### config.mk
export PLATFORM = sky130hd
export DESIGN_NAME = char_lcd_text_writer_unit
export DESIGN_NICKNAME = d
export VERILOG_FILES = /design/src/sv/cltw_pkg.sv /design/src/sv/cltw_front.sv /design/src/sv/cltw_queue.sv /design/src/sv/cltw_back.sv /design/src/sv/char_lcd_text_writer_unit.sv
export SDC_FILE = /design/constraint.sdc
export NUM_CORES = 1
export LEC_CHECK = 0
export BUFFER_PORTS_ARGS = -buffer_cell sky130_fd_sc_hd__buf_4
export CAP_MARGIN = 15
export CORE_MARGIN = 2
export CORE_UTILIZATION = 40
export CTS_BUF_LIST = sky130_fd_sc_hd__clkbuf_2 sky130_fd_sc_hd__clkbuf_4 sky130_fd_sc_hd__clkbuf_8
export DETAILED_ROUTE_END_ITERATION = 7
export PLACE_DENSITY = 0.6
export SKIP_CTS_REPAIR_TIMING = 1
export SLEW_MARGIN = 10
export SYNTH_ARGS = -nofsm -noshare
export SYNTH_HDL_FRONTEND = slang
export SYNTH_SLANG_ARGS = --single-unit
export TNS_END_PERCENT = 10
### constraint.sdc
create_clock -name clk -period 4.44 [get_ports clk]
set_input_delay 0.444 -clock clk [delete_from_list [all_inputs] [get_ports clk]]
set_output_delay 0.444 -clock clk [all_outputs]
set_load 0.05 [all_outputs]
### src/sv/cltw_pkg.sv
// Package: command codes, constants, job and queue status types and DDRAM address function.
package cltw_pkg;

    typedef enum logic [1:0] {
        CMD_PUT     = 2'd0,
        CMD_MOVE    = 2'd1,
        CMD_CLEAR   = 2'd2,
        CMD_DISPLAY = 2'd3
    } cmd_t;

    localparam int COL_W   = 6;
    localparam int LINE_W  = 3;
    localparam int CURC_W  = 7;
    localparam int ROW_W   = 2;
    localparam int CFG_IDX_W  = 1;
    localparam int CFG_DATA_W = 6;

    localparam logic [CFG_IDX_W-1:0] REG_COLUMNS = 1'd0;
    localparam logic [CFG_IDX_W-1:0] REG_LINES   = 1'd1;

    localparam logic [COL_W-1:0]  COLUMNS_RESET = 6'd16;
    localparam logic [LINE_W-1:0] LINES_RESET   = 3'd2;
    localparam logic [COL_W-1:0]  MAX_COLUMNS   = 6'd40;
    localparam logic [LINE_W-1:0] MAX_LINES     = 3'd4;

    localparam logic [7:0] NEWLINE_CODE    = 8'h0A;
    localparam logic [7:0] LCD_CLEAR       = 8'h01;
    localparam logic [7:0] LCD_RETURN_HOME = 8'h02;
    localparam logic [7:0] LCD_DISPLAY     = 8'h08;
    localparam logic [7:0] LCD_SET_ADDR    = 8'h80;
    localparam logic [7:0] ROW1_OFFSET     = 8'h40;

    localparam int QUEUE_DEPTH = 2;
    localparam int QPTR_W = (QUEUE_DEPTH > 1) ? $clog2(QUEUE_DEPTH) : 1;
    localparam int QCNT_W = $clog2(QUEUE_DEPTH + 1);

    // One bus job: one or two bytes; the second byte is always a command byte.
    typedef struct packed {
        logic       two;
        logic       rs0;
        logic [7:0] b0;
        logic [7:0] b1;
    } job_t;

    typedef struct packed {
        logic full;
        logic empty;
    } q_status_t;

    function automatic logic [7:0] ddram_addr(
        input logic [CURC_W-1:0] col,
        input logic [ROW_W-1:0]  row,
        input logic [COL_W-1:0]  columns
    );
        logic [7:0] sum;
        begin
            sum = {2'b00, col[5:0]};
            if (row[0])
            begin
                sum = sum + ROW1_OFFSET;
            end
            if (row[1])
            begin
                sum = sum + {2'b00, columns};
            end
            return sum | LCD_SET_ADDR;
        end
    endfunction

endpackage

### src/sv/cltw_front.sv
// Front end: config registers, cursor tracking, command decode into bus jobs.
module cltw_front (
    input  logic                           clk,
    input  logic                           rst_n,
    input  logic                           cfg_write,
    input  logic [cltw_pkg::CFG_IDX_W-1:0] cfg_index,
    input  logic [cltw_pkg::CFG_DATA_W-1:0] cfg_data,
    input  logic                           accept,
    input  logic [1:0]                     command,
    input  logic [7:0]                     char_code,
    input  logic [5:0]                     target_col,
    input  logic [1:0]                     target_row,
    input  logic                           disp_enable,
    input  logic                           cursor_on,
    input  logic                           blink_on,
    output cltw_pkg::job_t                 job
);
    import cltw_pkg::*;

    logic [COL_W-1:0]  columns_reg;
    logic [LINE_W-1:0] lines_reg;
    logic [CURC_W-1:0] col_reg, col_next;
    logic [ROW_W-1:0]  row_reg, row_next;
    logic              wrapped_reg, wrapped_next;

    cmd_t              cmd;
    logic              is_nl, skip, wrap;
    logic [CURC_W-1:0] col_inc, put_col;
    logic [2:0]        row_inc;
    logic [ROW_W-1:0]  put_row;
    logic [7:0]        put_addr, move_addr;

    always_ff @(posedge clk or negedge rst_n)
    begin
        if (!rst_n)
        begin
            columns_reg <= COLUMNS_RESET;
            lines_reg   <= LINES_RESET;
        end
        else if (cfg_write)
        begin
            if (cfg_index == REG_COLUMNS)
            begin
                columns_reg <= (cfg_data > MAX_COLUMNS) ? MAX_COLUMNS : cfg_data;
            end
            else if (cfg_index == REG_LINES)
            begin
                lines_reg <= (cfg_data[LINE_W-1:0] > MAX_LINES) ? MAX_LINES
                                                                : cfg_data[LINE_W-1:0];
            end
        end
    end

    always_comb
    begin
        cmd     = cmd_t'(command);
        is_nl   = (char_code == NEWLINE_CODE);
        skip    = is_nl && !wrapped_reg;
        col_inc = skip ? {1'b0, columns_reg} : col_reg + 7'd1;
        wrap    = (col_inc >= {1'b0, columns_reg});
        put_col = wrap ? '0 : col_inc;
        row_inc = {1'b0, row_reg} + {2'b00, wrap};
        put_row = (row_inc >= lines_reg) ? '0 : row_inc[ROW_W-1:0];
        put_addr  = ddram_addr(put_col, put_row, columns_reg);
        move_addr = ddram_addr({1'b0, target_col}, target_row, columns_reg);

        col_next     = col_reg;
        row_next     = row_reg;
        wrapped_next = wrapped_reg;
        job          = '0;

        case (cmd)
            CMD_PUT:
            begin
                col_next     = put_col;
                row_next     = put_row;
                wrapped_next = wrap ? !is_nl : wrapped_reg;
                job.two      = !skip;
                job.rs0      = !skip;
                job.b0       = skip ? put_addr : char_code;
                job.b1       = put_addr;
            end
            CMD_MOVE:
            begin
                col_next = {1'b0, target_col};
                row_next = target_row;
                job.b0   = move_addr;
            end
            CMD_CLEAR:
            begin
                col_next = '0;
                row_next = '0;
                job.two  = 1'b1;
                job.b0   = LCD_CLEAR;
                job.b1   = LCD_RETURN_HOME;
            end
            default:
            begin
                job.b0 = LCD_DISPLAY | {5'd0, disp_enable, cursor_on, blink_on};
            end
        endcase
    end

    always_ff @(posedge clk or negedge rst_n)
    begin
        if (!rst_n)
        begin
            col_reg     <= '0;
            row_reg     <= '0;
            wrapped_reg <= 1'b0;
        end
        else if (accept)
        begin
            col_reg     <= col_next;
            row_reg     <= row_next;
            wrapped_reg <= wrapped_next;
        end
    end

endmodule

### src/sv/cltw_queue.sv
// Short job queue between the front end and the nibble sequencer.
module cltw_queue (
    input  logic                clk,
    input  logic                rst_n,
    input  logic                wr,
    input  cltw_pkg::job_t      wr_job,
    input  logic                rd,
    output cltw_pkg::job_t      head,
    output cltw_pkg::q_status_t status
);
    import cltw_pkg::*;

    job_t              mem_reg [QUEUE_DEPTH];
    logic [QPTR_W-1:0] wptr_reg, rptr_reg;
    logic [QCNT_W-1:0] cnt_reg;
    logic              do_wr, do_rd;

    assign status.full  = (cnt_reg == QCNT_W'(QUEUE_DEPTH));
    assign status.empty = (cnt_reg == '0);
    assign do_wr = wr && !status.full;
    assign do_rd = rd && !status.empty;
    assign head  = mem_reg[rptr_reg];

    always_ff @(posedge clk)
    begin
        if (do_wr)
        begin
            mem_reg[wptr_reg] <= wr_job;
        end
    end

    always_ff @(posedge clk or negedge rst_n)
    begin
        if (!rst_n)
        begin
            wptr_reg <= '0;
            rptr_reg <= '0;
            cnt_reg  <= '0;
        end
        else
        begin
            if (do_wr)
            begin
                wptr_reg <= (wptr_reg == QPTR_W'(QUEUE_DEPTH - 1)) ? '0 : wptr_reg + 1'b1;
            end
            if (do_rd)
            begin
                rptr_reg <= (rptr_reg == QPTR_W'(QUEUE_DEPTH - 1)) ? '0 : rptr_reg + 1'b1;
            end
            if (do_wr && !do_rd)
            begin
                cnt_reg <= cnt_reg + 1'b1;
            end
            else if (do_rd && !do_wr)
            begin
                cnt_reg <= cnt_reg - 1'b1;
            end
        end
    end

endmodule

### src/sv/cltw_back.sv
// Back end: splits the head job into nibbles into a one-entry output register.
module cltw_back (
    input  logic           clk,
    input  logic           rst_n,
    input  cltw_pkg::job_t head,
    input  logic           head_valid,
    output logic           head_done,
    input  logic           pop,
    output logic           empty,
    output logic           register_select,
    output logic [3:0]     nibble,
    output logic           last
);
    import cltw_pkg::*;

    logic [1:0] idx_reg, idx_next;
    logic       out_valid_reg, out_valid_next;
    logic       rs_reg, last_reg;
    logic [3:0] nib_reg;
    logic       emit, is_last;
    logic [7:0] cur_byte;
    logic [1:0] final_idx;

    always_comb
    begin
        final_idx = head.two ? 2'd3 : 2'd1;
        is_last   = (idx_reg == final_idx);
        emit      = head_valid && (!out_valid_reg || pop);
        head_done = emit && is_last;
        cur_byte  = idx_reg[1] ? head.b1 : head.b0;
        idx_next  = emit ? (is_last ? 2'd0 : idx_reg + 2'd1) : idx_reg;
        out_valid_next = emit || (out_valid_reg && !pop);
    end

    always_ff @(posedge clk or negedge rst_n)
    begin
        if (!rst_n)
        begin
            idx_reg       <= '0;
            out_valid_reg <= 1'b0;
        end
        else
        begin
            idx_reg       <= idx_next;
            out_valid_reg <= out_valid_next;
        end
    end

    always_ff @(posedge clk)
    begin
        if (emit)
        begin
            rs_reg   <= idx_reg[1] ? 1'b0 : head.rs0;
            nib_reg  <= idx_reg[0] ? cur_byte[3:0] : cur_byte[7:4];
            last_reg <= is_last;
        end
    end

    assign empty           = !out_valid_reg;
    assign register_select = rs_reg;
    assign nibble          = nib_reg;
    assign last            = last_reg;

endmodule

### src/sv/char_lcd_text_writer_unit.sv
// Top level: 4-bit HD44780-style character LCD command writer.
// A taken item is written into the job queue, then its nibbles into the output register.
// The sequencer sends one nibble per cycle while pop is high, so an item is 2 or 4 nibbles
// (put with data and clear: 4; newline before a wrap, move and display control: 2).
// The front takes one item per cycle until the two-entry job queue is full.
// Reset: cursor at 0,0, wrap flag clear, columns 16, lines 2, queue and output empty.
module char_lcd_text_writer_unit (
    input  logic                            clk,
    input  logic                            rst_n,
    // config write port
    input  logic                            cfg_write,
    input  logic [cltw_pkg::CFG_IDX_W-1:0]  cfg_index,
    input  logic [cltw_pkg::CFG_DATA_W-1:0] cfg_data,
    // command side
    input  logic                            push,
    output logic                            full,
    input  logic [1:0]                      command,
    input  logic [7:0]                      char_code,
    input  logic [5:0]                      target_col,
    input  logic [1:0]                      target_row,
    input  logic                            disp_enable,
    input  logic                            cursor_on,
    input  logic                            blink_on,
    // nibble side
    output logic                            empty,
    input  logic                            pop,
    output logic                            register_select,
    output logic [3:0]                      nibble,
    output logic                            last
);
    import cltw_pkg::*;

    job_t      new_job, head_job;
    q_status_t q_stat;
    logic      accept;
    logic      head_done;

    // An item is taken whenever the job queue has room; the front updates
    // the cursor in the same cycle, so back-to-back items see fresh state.
    assign full   = q_stat.full;
    assign accept = push && !q_stat.full;

    cltw_front u_front (
        .clk         (clk),
        .rst_n       (rst_n),
        .cfg_write   (cfg_write),
        .cfg_index   (cfg_index),
        .cfg_data    (cfg_data),
        .accept      (accept),
        .command     (command),
        .char_code   (char_code),
        .target_col  (target_col),
        .target_row  (target_row),
        .disp_enable (disp_enable),
        .cursor_on   (cursor_on),
        .blink_on    (blink_on),
        .job         (new_job)
    );

    // Decouples decode from the slow nibble stream.
    cltw_queue u_queue (
        .clk    (clk),
        .rst_n  (rst_n),
        .wr     (accept),
        .wr_job (new_job),
        .rd     (head_done),
        .head   (head_job),
        .status (q_stat)
    );

    // Walks the head job nibble by nibble; releases it on its final nibble.
    cltw_back u_back (
        .clk             (clk),
        .rst_n           (rst_n),
        .head            (head_job),
        .head_valid      (!q_stat.empty),
        .head_done       (head_done),
        .pop             (pop),
        .empty           (empty),
        .register_select (register_select),
        .nibble          (nibble),
        .last            (last)
    );

endmodule

== Word-level counts from Yosys, hierarchy flattened ==
Memories as Yosys holds them, arrays and structs flattened.
Cells that the tools add are included.
Word-level totals
  memory bits (writable): 36
  output and inout port bits: 8
  memories kept: 1
  register bits: 32
Operators by class
  multiplexer cells: 26
  reductions and logical operators: 28
  equality and inequality tests: 5
  magnitude comparators: 4
  bitwise operators: 1
  add/subtract/negate cells: 11
Memories
  u_queue.mem_reg: words 2, bits a word 18, rd ports 1, clocked after Yosys merged registers in 0, write ports 1, line cltw_queue.sv:13  | job_t mem_reg [QUEUE_DEPTH];
Operator list (number)
  $mux W7: 6
  $pmux W8 S3: 1
  $pmux W7 S3: 1
  $mux W8: 2
  $pmux W8 S2: 1
  $add A6 B7 Y7 const B: 2
  $add A7 B6 Y7: 2
  $mux W2: 5
  $logic_and A1 B1 Y1: 9
  $logic_not A1 Y1: 9
  $eq A8 B4 Y1 const B: 1
  $add A7 B1 Y7 const B: 1
  $ge A7 B6 Y1: 1
  $gt A6 B6 Y1 const B: 1
  $mux W6: 1
  $pmux W2 S3: 1
  $reduce_and A2 Y1: 3
  $mux W1: 5
  $add A2 B1 Y2 const B: 2
  $eq A2 B2 Y1 const B: 2
  $logic_not A2 Y1: 2
  $mux W4: 1
  $add A2 B1 Y3: 1
  $ge A3 B3 Y1: 1
  other kinds (12): 14

== Logic depth before layout (Yosys ltp) ==
  word-level depth: 12
  gate-level depth with buffers: 24
  depth with buffers taken out: 21

== Modules after synthesis ==
From an unflattened synthesis, not the netlist that was laid out.
Second synthesis, totals
  cell total of the unflattened synthesis: 413
  area, all modules: 4405.5 um2
By module, submodules not included
  cltw_front: instances 1, cells an instance 309, area each 2394.8 um2
  cltw_queue: instances 1, cells an instance 75, area each 1545.2 um2
  cltw_back: instances 1, cells an instance 27, area each 447.9 um2
  char_lcd_text_writer_unit: instances 1, cells an instance 2, area each 17.5 um2

== Worst setup path before layout ==
OpenSTA, ideal clock, no wires.
  kind: input to register
  start point: in char_code[4]
  end point: mem u_queue.mem_reg[0][14] (netlist bit) (data pin)
  library setup time: 0.169 ns
  required time: 4.271 ns
  arrival: 5.311 ns
  setup slack: -1.039 ns
  stages on the path: 23
  buffers on the path: 4
  cells stage by stage: or4b_4 -> nor3_2 -> buf_4 -> buf_2 -> mux2i_1 -> inv_1 -> ha_1 -> a21o_1 -> a211o_1 -> a21oi_4 -> inv_2 -> clkbuf_1 -> ha_1 -> ha_1 -> ha_1 -> a21o_1 -> a31oi_1 -> and2_1 -> clkbuf_1 -> nand3_1 -> o31a_1 -> or4_1 -> o211ai_1
RTL lines
  from (decl): line char_lcd_text_writer_unit.sv:18  | input logic [7:0] char_code,
  to (decl): line cltw_queue.sv:13

==> flow_summary.json <==
{
  "status": "complete, but fails checks",
  "violations": "hold timing, setup timing",
  "worstPathMaxFanout": 8,
  "period_share_pct": 103,
  "net-switching-power_mw": 1.72,
  "endpoint": "u_queue.mem_reg[1][14]$_DFFE_PP_",
  "crit_top_cell": "ha_4",
  "cp.arrival_ns": 4.75,
  "crit_cells": 20,
  "viasPerCell": 5.35,
  "maxSlewHeadroom_pct": 25.3,
  "gp_congestion": 0.910,
  "syn_nets": 454,
  "synthDistinctLibCells": 61,
  "max_clock_freq_ghz": 0.218,
  "startpoint_type": "input port",
  "crit_path_end_kind": "register",
  "root_buffer": "clkbuf_8",
  "ys_seq_area_share_pct": 45.6,
  "path_buf_inv": 4,
  "clockBufferDepth": 2,
  "htreeDepth": 3,
  "die_y_um": 106,
  "swShare_pct": 41.4,
  "start_util_pct": 41.0,
  "vias": 3292,
  "r2r_setup_slack_ns": 0.17,
  "grt_start_max_net_pins": 27,
  "ys_ff_latch": 68,
  "area_growth_pct": 27.9,
  "most-common-layout-cells": "buf_4, edfxtp_1, nand2_1",
  "synth-edff-count": 42,
  "grtUsageTotal_pct": 20.3,
  "reg2reg_to": "u_queue.mem_reg[1][14]$_DFFE_PP_",
  "largest_reg_flops": 36,
  "cp_slowest_cell": "or4b_4",
  "grt_pass1_vias": 3388,
  "drv_cap": 0,
  "clk_latency_ns": 0.35,
  "clock-skew-final_ns": 0.0111,
  "totalWireLength_mm": 10.8,
  "clkTransAtPathRegs_ns": 0.08,
  "overflow": 0,
  "antenna_left": 0,
  "synth-main-ff-cell": "edfxtp_1",
  "place_hpwl_mm": 8.52,
  "drc": 0,
  "grt_antenna_before_repair": 0,
  "min_period_ns": 4.59,
  "comb_power_share_pct": 61.0,
  "postLayoutSetupSlackWorst_ns": -0.147,
  "design.die.area_um2": 11300,
  "r2r-start": "u_front.wrapped_reg$_DFFE_PN0P_",
  "clockPowerShare_pct": 12.5,
  "drt-initial-drc-count": 222,
  "clock_sinks": 68,
  "grt_pass1_wl_mm": 17.6,
  "dieWidth_um": 106,
  "p_per_area_nw_per_um2": 774,
  "r2r_cells": 18,
  "ys_warn_count": 0,
  "crit_chain": "buf_4, or4b_4, nor3_4, buf_6, buf_6, mux2_4, ha_1, a211o_1, a21oi_4, inv_2, ha_4, ha_4, ha_4, a21o_1, a31oi_4, and2_4, nand3_2, o31a_1, or4_1, o211ai_1",
  "finalSetupViolCount": 14,
  "p_seq_share_pct": 26.5,
  "cp-startpoint": "char_code[4]",
  "internal_power_mw": 2.43,
  "drive_gt1_share_pct": 33.2,
  "finalNonFillerCells": 615,
  "core.rowCount": 37,
  "tightest_slew_ns": 1.12,
  "antenna_cells": 0,
  "required_ns": 4.60,
  "cp_top_family": "simple AND/OR/NAND/NOR gates",
  "syn-cell-area_um2": 4190,
  "timing.hold.ws_ns": -0.00643,
  "synthCells": 391,
  "port-buffer-count": 40,
  "mostFrequentLayoutCell": "buf_4",
  "cts_tree": "done",
  "core_area_um2": 10200,
  "hold_path_class": "in -> async",
  "slew_violations": 0,
  "power.leakage_nw": 2.19,
  "synthArstFlopShare_pct": 38.2,
  "worstSetupPathType": "in -> reg",
  "layout.nets": 537,
  "io-pin-count": 41,
  "utilization_pct": 52.4,
  "syn_avg_cell_area_um2": 10.7,
  "firstDrtPassIters": 4,
  "hold_viol": 4,
  "ir_worst_vdd_mv": 0.340,
  "tns_ns": -0.957,
  "cts_made_buffers": 9,
  "rsz0062_at_grt": "true",
  "dp.cells": 595,
  "post_drt_wl_per_cell_um": 17.6,
  "critPathMaxStageDelay_ns": 0.57
}
==> power groups by stage <==
stage	clock, mW	sequential [mW]	combinational [mW]
finish	0.518	1.10	2.53
global route	0.555	1.13	2.76
detailed placement	0	1.12	2.34
CTS	0.527	1.10	2.35
global placement	0	1.11	2.28
floorplan	0	1.14	1.48
==> metal layers <==
layer / up-vias / global-route usage (%) / wire length, um
li1: 1624 / - / -
met1: 1577 / 26.6 / 4930
met2: 85 / 34.4 / 5420
met3: 6 / 4.17 / 428
met4: 0 / 4.79 / 63
met5: - / 0 / 0
==> worst reg2reg max path, cell delays in order, from the launching register on <==
cell and delay, ns:
dfrtp_1 0.45, nor3_4 0.25, buf_6 0.18, buf_6 0.13, mux2_4 0.30, ha_1 0.27, a211o_1 0.32, a21oi_4 0.17
inv_2 0.08, ha_4 0.16, ha_4 0.22, ha_4 0.15, a21o_1 0.19, a31oi_4 0.15, and2_4 0.18, nand3_2 0.07
o31a_1 0.27, or4_1 0.41, o211ai_1 0.14
==> cells by family (layout without fill, tap and decap cells) <==
logic type                 after synthesis  in the layout  synth area share, %
AOI/OAI and AO/OA                       96             96                 15.2
muxes                                   25             25                 8.80
adders and majority gates               30             30                 9.31
xor gates and xnor gates                16             16                 3.34
and+or+nand+nor                        117            117                 14.1
DFF                                     68             68                 45.6
buffers and inverters                   39            127                 3.61
==> cell usage after synthesis, types with 3 or more instances <==
library cell | instances | area, um^2
edfxtp_1 | 42 | 1260
nand2_1 | 32 | 120
nor2_1 | 31 | 116
a21oi_1 | 28 | 140
ha_1 | 28 | 350
dfrtp_1 | 24 | 601
inv_1 | 21 | 78.8
o21ai_0 | 17 | 85.1
clkbuf_1 | 12 | 45.0
mux2_2 | 11 | 124
xnor2_1 | 9 | 78.8
a31oi_1 | 8 | 50.1
mux4_2 | 8 | 180
nand2b_1 | 8 | 50.1
nand3_1 | 8 | 40.0
a21o_1 | 7 | 52.6
and2_1 | 7 | 43.8
nor3_1 | 7 | 35.0
xor2_1 | 7 | 61.3
a22oi_1 | 6 | 45.0
nor2b_1 | 6 | 37.5
mux2i_1 | 5 | 50.1
o211a_1 | 3 | 30.0
o21bai_1 | 3 | 22.5
==> final cells by class <==
class,instances,area [um^2]
clock inverters,7,75.1
flip-flops and latches,68,1910
clock buffers,9,124
inverters,23,86.3
well taps,136,170
multi-input cells,284,2320
fillers,929,4870
repair buffers,88,672
==> metrics by stage <==
step           total power, mW  worst slack (ns)  instance area, um^2
2_1_floorplan             2.62            -0.619                 4300
3_3_place_gp              3.39            -0.512                 5010
3_5_place_dp              3.45            -0.633                 5010
4_1_cts                   3.98            -0.283                 5210
5_1_grt                   4.45            -0.287                 5360
6_report                  4.15            -0.147                 5360
==> worst min path at each step <==
stage	from	end
6_report	rst_n	u_back.idx_reg[0]$_DFFE_PN0P_
5_1_grt	rst_n	u_back.idx_reg[0]$_DFFE_PN0P_
4_1_cts	rst_n	u_queue.rptr_reg$_DFFE_PN0P_
3_5_place_dp	rst_n	u_queue.rptr_reg$_DFFE_PN0P_
3_3_place_gp	rst_n	u_back.idx_reg[0]$_DFFE_PN0P_
2_1_floorplan	rst_n	u_back.idx_reg[0]$_DFFE_PN0P_
Power figures use the tool's default switching activity.
